--- config.mk ---
export PLATFORM = sky130hd
export DESIGN_NAME = rba_ctrl
export DESIGN_NICKNAME = d
export VERILOG_FILES = /design/src/sv/rba_pkg.sv /design/src/sv/rba_ctrl.sv
export VERILOG_INCLUDE_DIRS = /design/src /design/src/sv
export SDC_FILE = /design/constraint.sdc
export NUM_CORES = 1
export LEC_CHECK = 0
export ABC_AREA = 1
export BUFFER_PORTS_ARGS = -buffer_cell sky130_fd_sc_hd__buf_2
export CAP_MARGIN = 0
export CORE_UTILIZATION = 30
export DETAILED_ROUTE_END_ITERATION = 10
export REMOVE_ABC_BUFFERS = 1
export SYNTH_ARGS = -nofsm -noshare
export SYNTH_HDL_FRONTEND = slang
export SYNTH_SLANG_ARGS = --single-unit
--- constraint.sdc ---
create_clock -name clk -period 2.7 [get_ports clk]
set_input_delay 0.27 -clock clk [delete_from_list [all_inputs] [get_ports clk]]
set_output_delay 0.27 -clock clk [all_outputs]
set_load 0.01 [all_outputs]
--- src/sv/assert_macros.svh ---
// ----------------------------------------------------------------------------
// assert_macros.svh
// Shared assertion macros for the bounce accumulator RTL.
// ----------------------------------------------------------------------------
`ifndef ASSERT_MACROS_SVH
`define ASSERT_MACROS_SVH

// same-cycle implication
`define RBA_ASSERT_IMP(lbl_, clk_, rstn_, ante_, cons_) \
  lbl_: assert property (@(posedge clk_) disable iff (!rstn_) (ante_) |-> (cons_)) \
    else $error("rba: implication check failed");

// next-cycle implication
`define RBA_ASSERT_NXT(lbl_, clk_, rstn_, ante_, cons_) \
  lbl_: assert property (@(posedge clk_) disable iff (!rstn_) (ante_) |=> (cons_)) \
    else $error("rba: next-cycle check failed");

`endif

--- src/sv/rba_pkg.sv ---
// ----------------------------------------------------------------------------
// rba_pkg
// Widths, constants and controller/datapath interface types of the
// radiosity bounce accumulator.
// ----------------------------------------------------------------------------
`default_nettype none

package rba_pkg;

  localparam int SUM_WIDTH = 48;
  localparam int OUT_W     = 48;
  localparam int POS_W     = 32;
  localparam int NRM_W     = 16;
  localparam int L_W       = POS_W + 1;
  localparam int SQ_W      = 2 * POS_W;
  localparam int D2_W      = SQ_W + 2;
  localparam int PRD_W     = L_W + NRM_W;
  localparam int DOT_W     = PRD_W + 2;
  localparam int C_W       = PRD_W;
  localparam int E_W       = 32;
  localparam int RHO_W     = 17;
  localparam int MIN_W     = 32;
  localparam int ER_W      = E_W + RHO_W;
  localparam int OP_W      = D2_W;
  localparam int NUM_W     = ER_W + 2 + E_W + 2 * C_W;
  localparam int DEN_W     = 32 + 2 * D2_W;
  localparam int DV_W      = DEN_W + SUM_WIDTH;
  localparam int MUL_W     = (NUM_W > DEN_W) ? NUM_W : DEN_W;
  localparam int CNT_W     = $clog2(SUM_WIDTH + 1);

  localparam int IN_TDATA_W  = 216;
  localparam int CFG_IDX_W   = 1;
  localparam int CFG_DATA_W  = 32;

  localparam logic [31:0]          PI_Q30  = 32'd3373259426;
  localparam logic [SUM_WIDTH-1:0] SUM_MAX = '1;

  typedef logic [CFG_IDX_W-1:0] cfg_idx_t;
  localparam cfg_idx_t CFG_REFLECTANCE = 1'b0;
  localparam cfg_idx_t CFG_MIN_DIST    = 1'b1;

  typedef logic [1:0] axis_t;
  localparam axis_t AXIS_LAST = 2'd2;

  typedef logic [2:0] mul_idx_t;
  localparam mul_idx_t MUL_AREA = 3'd0;
  localparam mul_idx_t MUL_C1   = 3'd1;
  localparam mul_idx_t MUL_C2   = 3'd2;
  localparam mul_idx_t MUL_D2A  = 3'd3;
  localparam mul_idx_t MUL_D2B  = 3'd4;

  typedef struct packed {
    logic     capture;
    logic     tgt;
    logic     prod;
    logic     acc;
    logic     seed;
    logic     mul_start;
    logic     mul_step;
    logic     div_start;
    logic     div_step;
    logic     add;
    logic     emit;
    axis_t    axis;
    mul_idx_t mul_idx;
  } cmd_t;

  typedef struct packed {
    logic skip;
    logic mul_done;
    logic div_done;
    logic last;
    logic out_busy;
  } sts_t;

endpackage

`default_nettype wire

--- src/sv/rba_ctrl.sv ---
// ----------------------------------------------------------------------------
// rba_ctrl
// Sequencer: walks one request through the target update or the axis
// products, shift-add multiply chain, restoring divide, sum update and emit.
// ----------------------------------------------------------------------------
`default_nettype none
`include "assert_macros.svh"

module rba_ctrl (
  input  logic          clk,
  input  logic          rst_n,
  input  logic          in_tvalid,
  output logic          in_tready,
  input  logic          in_req_type,
  input  rba_pkg::sts_t sts,
  output rba_pkg::cmd_t cmd
);
  import rba_pkg::*;

  typedef enum logic [11:0] {
    ST_IDLE   = 12'b0000_0000_0001,
    ST_TGT    = 12'b0000_0000_0010,
    ST_PROD   = 12'b0000_0000_0100,
    ST_ACC    = 12'b0000_0000_1000,
    ST_CHECK  = 12'b0000_0001_0000,
    ST_SEED   = 12'b0000_0010_0000,
    ST_MSTART = 12'b0000_0100_0000,
    ST_MSTEP  = 12'b0000_1000_0000,
    ST_DSTART = 12'b0001_0000_0000,
    ST_DSTEP  = 12'b0010_0000_0000,
    ST_ADD    = 12'b0100_0000_0000,
    ST_EMIT   = 12'b1000_0000_0000
  } state_t;

  state_t   state_r, state_nxt;
  axis_t    axis_r, axis_nxt;
  mul_idx_t idx_r, idx_nxt;

  assign in_tready = (state_r == ST_IDLE);

  always_comb begin
    state_nxt     = state_r;
    axis_nxt      = axis_r;
    idx_nxt       = idx_r;
    cmd           = '0;
    cmd.axis      = axis_r;
    cmd.mul_idx   = idx_r;
    case (state_r)
      ST_IDLE: begin
        if (in_tvalid) begin
          cmd.capture = 1'b1;
          axis_nxt    = '0;
          state_nxt   = in_req_type ? ST_PROD : ST_TGT;
        end
      end
      ST_TGT: begin
        cmd.tgt   = 1'b1;
        state_nxt = ST_EMIT;
      end
      ST_PROD: begin
        cmd.prod  = 1'b1;
        state_nxt = ST_ACC;
      end
      ST_ACC: begin
        cmd.acc = 1'b1;
        if (axis_r == AXIS_LAST) begin
          state_nxt = ST_CHECK;
        end else begin
          axis_nxt  = axis_r + 2'd1;
          state_nxt = ST_PROD;
        end
      end
      ST_CHECK: begin
        state_nxt = sts.skip ? ST_EMIT : ST_SEED;
      end
      ST_SEED: begin
        cmd.seed  = 1'b1;
        idx_nxt   = MUL_AREA;
        state_nxt = ST_MSTART;
      end
      ST_MSTART: begin
        cmd.mul_start = 1'b1;
        state_nxt     = ST_MSTEP;
      end
      ST_MSTEP: begin
        cmd.mul_step = 1'b1;
        if (sts.mul_done) begin
          if (idx_r == MUL_D2B) begin
            state_nxt = ST_DSTART;
          end else begin
            idx_nxt   = idx_r + 3'd1;
            state_nxt = ST_MSTART;
          end
        end
      end
      ST_DSTART: begin
        cmd.div_start = 1'b1;
        state_nxt     = ST_DSTEP;
      end
      ST_DSTEP: begin
        cmd.div_step = 1'b1;
        if (sts.div_done) begin
          state_nxt = ST_ADD;
        end
      end
      ST_ADD: begin
        cmd.add   = 1'b1;
        state_nxt = ST_EMIT;
      end
      ST_EMIT: begin
        if (!sts.last) begin
          state_nxt = ST_IDLE;
        end else if (!sts.out_busy) begin
          cmd.emit  = 1'b1;
          state_nxt = ST_IDLE;
        end
      end
      default: begin
        state_nxt = ST_IDLE;
      end
    endcase
  end

  always_ff @(posedge clk) begin
    if (!rst_n) begin
      state_r <= ST_IDLE;
      axis_r  <= '0;
      idx_r   <= '0;
    end else begin
      state_r <= state_nxt;
      axis_r  <= axis_nxt;
      idx_r   <= idx_nxt;
    end
  end

  `RBA_ASSERT_NXT(a_busy_after_req, clk, rst_n, in_tvalid && in_tready, state_r != ST_IDLE)
  `RBA_ASSERT_IMP(a_emit_slot_free, clk, rst_n, cmd.emit, !sts.out_busy && sts.last)
  `RBA_ASSERT_NXT(a_chain_to_div, clk, rst_n,
                  state_r == ST_MSTEP && sts.mul_done && idx_r == MUL_D2B,
                  state_r == ST_DSTART)

endmodule

`default_nettype wire

---- Yosys cells after proc, flatten, opt, wreduce, memory -nomap -nowiden ----
Index checks and enable logic that the tools add are counted.
Widths: inputs -> output; s select.
operators by class
  reductions and logical operators ........ 6
  muxes and demuxes ....................... 30
  eq/ne operators ......................... 20
  $add $sub $neg .......................... 2
operator list
  cell                  count
  $pmux 12 s11          1
  $mux 12               6
  $mux 1                14
  $eq 12x1->1 const B   1
  $eq 12x10->1 const B  1
  $eq 12x11->1 const B  1
  $eq 12x12->1 const B  1
  $eq 12x2->1 const B   1
  $eq 12x3->1 const B   1
  $eq 12x4->1 const B   1
  $eq 12x5->1 const B   1
  $eq 12x6->1 const B   1
  $eq 12x7->1 const B   1
  $eq 12x8->1 const B   1
  $eq 12x9->1 const B   1
  $ne 2x2->1 const B    5
  $mux 3                3
  $mux 9                1
  $pmux 3 s2            1
  $reduce_and 3->1      2
  $mux 5                1
  $mux 2                2
  $pmux 2 s2            1
  $reduce_and 4->1      1
  other kinds (7)       8
storage, ports and cells
  bits in registers ....................... 17
  output and inout bits ................... 17
  logic and storage cells ................. 61
  input port bits ......................... 9

---- Longest topological paths before layout ----
Gate-level depths: netlist of the first run.
  depth after elaboration ................. 4
  mapped depth ............................ 10
  depth with buffers taken out ............ 10

---- Worst setup path after synthesis of the first run ----
No wires, ideal clock.
  path kind ............................... flip-flop to output port
  from .................................... register state_r[3]
  to ...................................... output cmd[5] (netlist name)
  required time ........................... 2.430 ns
  stages on the path, launching flop included .. 6
  arrival time ............................ 1.121 ns
  slack ................................... 1.309 ns
  buffers on the path ..................... 0
  path through ............................ dfxtp_1 > nor2_1 > nand2_4 > nor2_4 > nand2_1 > nor3b_1
RTL lines
  what                    line             source
  from (decl)             rba_ctrl.sv:35   state_t state_r, state_nxt;
  from (signal assigned)  rba_ctrl.sv:130  state_r <= state_nxt;
  to (decl)               rba_ctrl.sv:16   output rba_pkg::cmd_t cmd

==> results of run 1 <==
==> area by class of cell <==
type                    instances  area, um2
inverters                      38        143
flip-flops and latches         17        340
multi-input cells             123        696
clock buffers                   4       45.0
fillers                       419       2310
well taps                      48       60.1
repair buffers                 25        125
==> power by group through the flow <==
stage	logic [mW]	registers, mW	clock network [mW]
4_1_cts	0.206	0.277	0.202
3_5_place_dp	0.206	0.283	0
2_1_floorplan	0.153	0.286	0
6_report	0.204	0.277	0.195
5_1_grt	0.231	0.278	0.209
3_3_place_gp	0.207	0.283	0
==> per-stage QoR <==
stage	setup WS [ns]	cells	area, um2
floorplan	1.31	178	1180
global placement	1.28	251	1360
detailed placement	1.25	251	1360
CTS	0.967	255	1410
global route	0.885	255	1410
finish	0.978	255	1410
==> critical path, stage by stage (launching register included) <==
cell	delay, ns
dfxtp_1	0.33
nor2_2	0.16
nand2_2	0.14
nor2_4	0.17
nand2_1	0.07
nor3b_1	0.18
buf_2	0.16
==> final timing paths <==
check	depth (start not counted)	slack (ns)	to	startpoint
worst max-delay path	6	0.98	cmd[5]	state_r[6]$_SDFFE_PN0P_
worst min-delay path	2	0.21	state_r[5]$_SDFFE_PN0P_	sts[4]
worst max register to register	7	1.31	state_r[10]$_SDFFE_PN0P_	state_r[6]$_SDFFE_PN0P_
worst min register to register	2	0.50	idx_r[2]$_SDFFE_PN0P_	idx_r[2]$_SDFFE_PN0P_
==> Yosys cell counts, drive strengths merged <==
cell type / count / area, um2
nand2: 48 / 213
inv: 35 / 131
nor2: 32 / 193
dfxtp: 17 / 340
nand3: 15 / 97.6
a21oi: 8 / 40.0
o21ai: 4 / 31.3
clkinv: 3 / 11.3
ha: 3 / 37.5
nor3: 3 / 15.0
and3: 2 / 12.5
nand3b: 2 / 15.0
nand4: 2 / 12.5
buf: 1 / 7.51
nor3b: 1 / 7.51
nor4: 1 / 6.26
o22ai: 1 / 6.26
xnor2: 1 / 8.76
==> state kept, by name (all words and copies together) (netlist names) <==
| signal | count |
|---|---|
| axis_r | 2 |
| idx_r | 3 |
| state_r | 12 |
==> routing by layer <==
metal | vias to the layer above | GRT usage, % | part of all wire (%)
met5 | - | 0 | 0
met4 | 0 | 6.67 | 2.2
met3 | 5 | 2.11 | 5.0
met2 | 22 | 18.8 | 41
met1 | 447 | 15.5 | 52
li1 | 609 | - | -
==> cell families (layout without fill, tap and decap cells) <==
logic type / count (synthesis) / after routing
and+or+nand+nor: 106 / 106
buffers and inverters: 39 / 67
DFF: 17 / 17
AOI/OAI and AO/OA: 13 / 13
adders and majority gates: 3 / 3
xor gates and xnor gates: 1 / 1
==> impl_metrics.py, run 1 <==
metrics = {
    "status": {
        "status": "completed",
    },
    "floorplanning": {
        "die_area_um2": 4210,
        "core_area_um2": 3720,
        "placement_rows": 22,
        "dieWidth_um": 64.9,
        "initial_core_util_pct": 31.9,
        "ios": 26,
        "die_height_um": 64.9,
    },
    "grt": {
        "antenna_found_initial": 0,
        "grt_overflow": 0,
        "grt_max_degree": 11,
        "grt_pass1_wl_um": 3890,
        "grt.total_usage_pct": 12.0,
        "grt_pass1_vias": 913,
    },
    "timing": {
        "final.min_clock_period_ns": 1.72,
        "fmax_mhz": 581,
        "grt_setup_unrepaired": "false",
        "final.setup.tns_ns": 0,
        "maxSlewViolCount": 0,
        "finalSetupViolations": 0,
        "period_share_pct": 63.8,
        "holdWs_ns": 0.208,
        "skew_ns": 0.00430,
        "worst_pin_slew_ns": 0.345,
        "final-hold-violation-count": 0,
        "relSlewSlack_pct": 77.0,
    },
    "power": {
        "p_int_uw": 447,
        "combPwrFrac_pct": 30.2,
        "p_per_area_nw_per_um2": 480,
        "pwr-share-seq_pct": 41.0,
        "swShare_pct": 33.8,
        "ir_worst_vdd_v": 0.000172,
        "clockPowerShare_pct": 28.8,
        "power.total_uw": 676,
        "p_switching_uw": 228,
        "p_leak_nw": 0.784,
    },
    "finish": {
        "syn_to_final_growth_pct": 18.8,
        "drive_above_1_share_pct": 25.1,
        "final_nets": 220,
        "fin_util_pct": 37.9,
        "layout_common_cells": "nand2_1 (41), inv_1 (32), buf_2 (25), nor2_1 (22), dfxtp_1 (17)",
        "final_common_cell": "nand2_1",
        "n_antenna_cell": 0,
    },
    "worst_hold_path": {
        "hp-class": "input port to flip-flop",
    },
    "yosys": {
        "synth-seq-area-share_pct": 28.7,
        "synth_xor_xnor_area_share_pct": 0.738,
        "synthMuxAreaShare_pct": 0,
        "synth.ff_latch_count": 17,
        "synth_area_per_cell_um2": 6.63,
        "ys_types": 28,
        "synth_adder_area_share_pct": 3.16,
        "netlist_instances": 179,
        "synth_top_family_by_area": "simple AND/OR/NAND/NOR gates",
        "synth-warning-count": 0,
        "syn_area_um2": 1190,
        "synth_compound_area_share_pct": 6.54,
        "synth_simple_gate_area_share_pct": 48.2,
    },
    "clock_network": {
        "cts_tree": "built",
        "postCtsSetupRepairBufs": 0,
        "htreeDepth": 1,
        "clock_path_buffers": 2,
        "postCtsHoldBufs": 0,
        "cts_root_buf": "clkbuf_8",
        "cts.sinks": 17,
        "cts_resized": 0,
        "numCtsBuffers": 3,
        "clk_latency_ns": 0.25,
        "clk_transition_reported_paths_ns": 0.07,
    },
    "flow_run": {
        "maxCapViolCount": 0,
    },
    "critical_path": {
        "cp-start-kind": "flip-flop",
        "worstSetupPathType": "flip-flop to output pin",
        "worstPathMaxFanout": 7,
        "arrival_ns": 1.45,
        "crit_required_ns": 2.43,
        "cp-end-kind": "output pin",
    },
    "routing": {
        "drc": 0,
        "drt_iter0_markers": 42,
        "num_vias": 1083,
        "wl_per_cell_um": 9.28,
        "wl_um": 2370,
        "firstDrtPassIters": 4,
        "vias_per_cell": 4.25,
        "postRouteAntennaNets": 0,
    },
    "placement": {
        "dpl.hpwl_um": 1930,
        "gp_congestion": 0.781,
        "io_buffers": 25,
    },
}
Power figures use the tool's default switching activity.
==> inputs of run 2 (changes only) <==
Clock period 2.7 ns to 1.8 ns, I/O delays scaled along.
==> run 2 against run 1 <==
Sequential share of layout area unchanged; largest cell class unchanged; via count up 1.6%; flip-flop and latch count unchanged; worst setup slack worse by 0.83 ns; design area unchanged; clock skew down 0.0038 ns.
==> impl_metrics.py, run 2 (synthesis gave the netlist of run 1 again) <==
metrics = {
    "status": {
        "status": "completed",
    },
    "critical_path": {
        "crit_required_ns": 1.62,
        "cp-end-kind": "output pin",
        "worstPathMaxFanout": 7,
        "ff2ff_path_depth": 7,
        "cp-start-kind": "flip-flop",
        "arrival_ns": 1.47,
        "worstSetupPathType": "flip-flop to output pin",
    },
    "floorplanning": {
        "initial_core_util_pct": 31.9,
        "core_area_um2": 3720,
        "die_height_um": 64.9,
        "ios": 26,
        "dieWidth_um": 64.9,
        "die_area_um2": 4210,
        "placement_rows": 22,
    },
    "routing": {
        "drt_iter0_markers": 55,
        "drc": 0,
        "postRouteAntennaNets": 0,
        "num_vias": 1100,
        "wl_um": 2460,
        "wl_per_cell_um": 9.66,
        "vias_per_cell": 4.31,
        "firstDrtPassIters": 4,
    },
    "power": {
        "pwr-share-seq_pct": 41.0,
        "power.total_mw": 1.02,
        "ir_worst_vdd_v": 0.000366,
        "combPwrFrac_pct": 30.5,
        "p_int_uw": 671,
        "p_per_area_nw_per_um2": 720,
        "p_switching_uw": 344,
        "p_leak_nw": 0.784,
        "swShare_pct": 33.9,
        "clockPowerShare_pct": 28.5,
    },
    "finish": {
        "seqCellArea_um2": 340,
        "fin_util_pct": 37.9,
        "top_regs": "state_r x12, idx_r x3, axis_r x2",
        "layout_common_cells": "nand2_1 (41), inv_1 (32), buf_2 (25), nor2_1 (22), dfxtp_1 (17)",
        "syn_to_final_growth_pct": 18.8,
        "n_antenna_cell": 0,
        "largest_reg_flops": 12,
        "regMostFlops": "state_r",
        "final_cells": 255,
        "drive_above_1_share_pct": 25.1,
        "final_common_cell": "nand2_1",
        "design_area_um2": 1410,
        "final_nets": 220,
        "multiInputGateArea_um2": 696,
        "n_fill_cell": 432,
    },
    "clock_network": {
        "clock_path_buffers": 2,
        "htreeDepth": 1,
        "numCtsBuffers": 3,
        "cts_resized": 0,
        "cts_tree": "built",
        "postCtsSetupRepairBufs": 0,
        "clk_latency_ns": 0.25,
        "postCtsHoldBufs": 0,
        "cts_root_buf": "clkbuf_8",
        "cts.sinks": 17,
        "clk_transition_reported_paths_ns": 0.07,
    },
    "timing": {
        "period_share_pct": 91.6,
        "fmax_mhz": 606,
        "finalSetupViolations": 0,
        "worst_pin_slew_ns": 0.370,
        "final.min_clock_period_ns": 1.65,
        "final.setup.tns_ns": 0,
        "relSlewSlack_pct": 75.3,
        "skew_ns": 0.000458,
        "maxSlewViolCount": 0,
        "final-hold-violation-count": 0,
        "grt_setup_unrepaired": "false",
    },
    "flow_run": {
        "maxCapViolCount": 0,
    },
    "grt": {
        "antenna_found_initial": 0,
        "grt.total_usage_pct": 13.0,
        "grt_pass1_wl_um": 4170,
        "grt_max_degree": 11,
        "grt_overflow": 0,
        "grt_pass1_vias": 949,
    },
    "worst_hold_path": {
        "hp-class": "input port to flip-flop",
        "min_delay_path_depth": 2,
    },
    "placement": {
        "placed_cell_area_um2": 1360,
        "dpl.hpwl_um": 1980,
        "gp_congestion": 0.764,
        "place_inst": 251,
        "io_buffers": 25,
    },
}
[run 2: worst paths after layout]
kind	startpoint	slack (ns)	end
min	sts[4]	0.14	state_r[5]$_SDFFE_PN0P_
max reg2reg	state_r[3]$_SDFFE_PN0P_	0.40	state_r[10]$_SDFFE_PN0P_
min reg2reg	idx_r[2]$_SDFFE_PN0P_	0.50	idx_r[2]$_SDFFE_PN0P_
max	state_r[3]$_SDFFE_PN0P_	0.15	cmd[5]
[run 2: stage by stage]
stage	hold WS [ns]	setup slack (ns)
global route	0.131	0.0100
floorplan	0.255	0.499
CTS	0.124	0.119
finish	0.136	0.150
global placement	0.394	0.383
detailed placement	0.394	0.378
[run 2: per-layer routing]
layer / routed length, um / global-route usage [%] / vias to the layer above
li1: - / - / 609
met1: 1260 / 16.9 / 468
met2: 1080 / 20.8 / 19
met3: 100 / 2.99 / 4
met4: 26 / 4.17 / 0
met5: 0 / 0 / -
[run 2: critical path, cell delays in order (launching register included)]
cell and delay (ns):
dfxtp_1 0.33, nor2_1 0.17, nand2_4 0.12, nor2_4 0.19
nand2_1 0.08, nor3b_1 0.17, buf_2 0.15
[run 2: layout make-up]
type / instances / area share (%)
Multi-Input combinational cell: 123 / 49.4
Tap cell: 48 / 4.26
Timing Repair Buffer: 25 / 8.88
Inverter: 38 / 10.1
Clock buffer: 4 / 3.20
Sequential cell: 17 / 24.2
[run 2: power groups by stage]
stage | Combinational, mW | Sequential, mW | Clock [mW]
2_1_floorplan | 0.229 | 0.429 | 0
3_3_place_gp | 0.310 | 0.425 | 0
3_5_place_dp | 0.309 | 0.426 | 0
4_1_cts | 0.312 | 0.417 | 0.297
5_1_grt | 0.347 | 0.420 | 0.321
6_report | 0.310 | 0.416 | 0.289
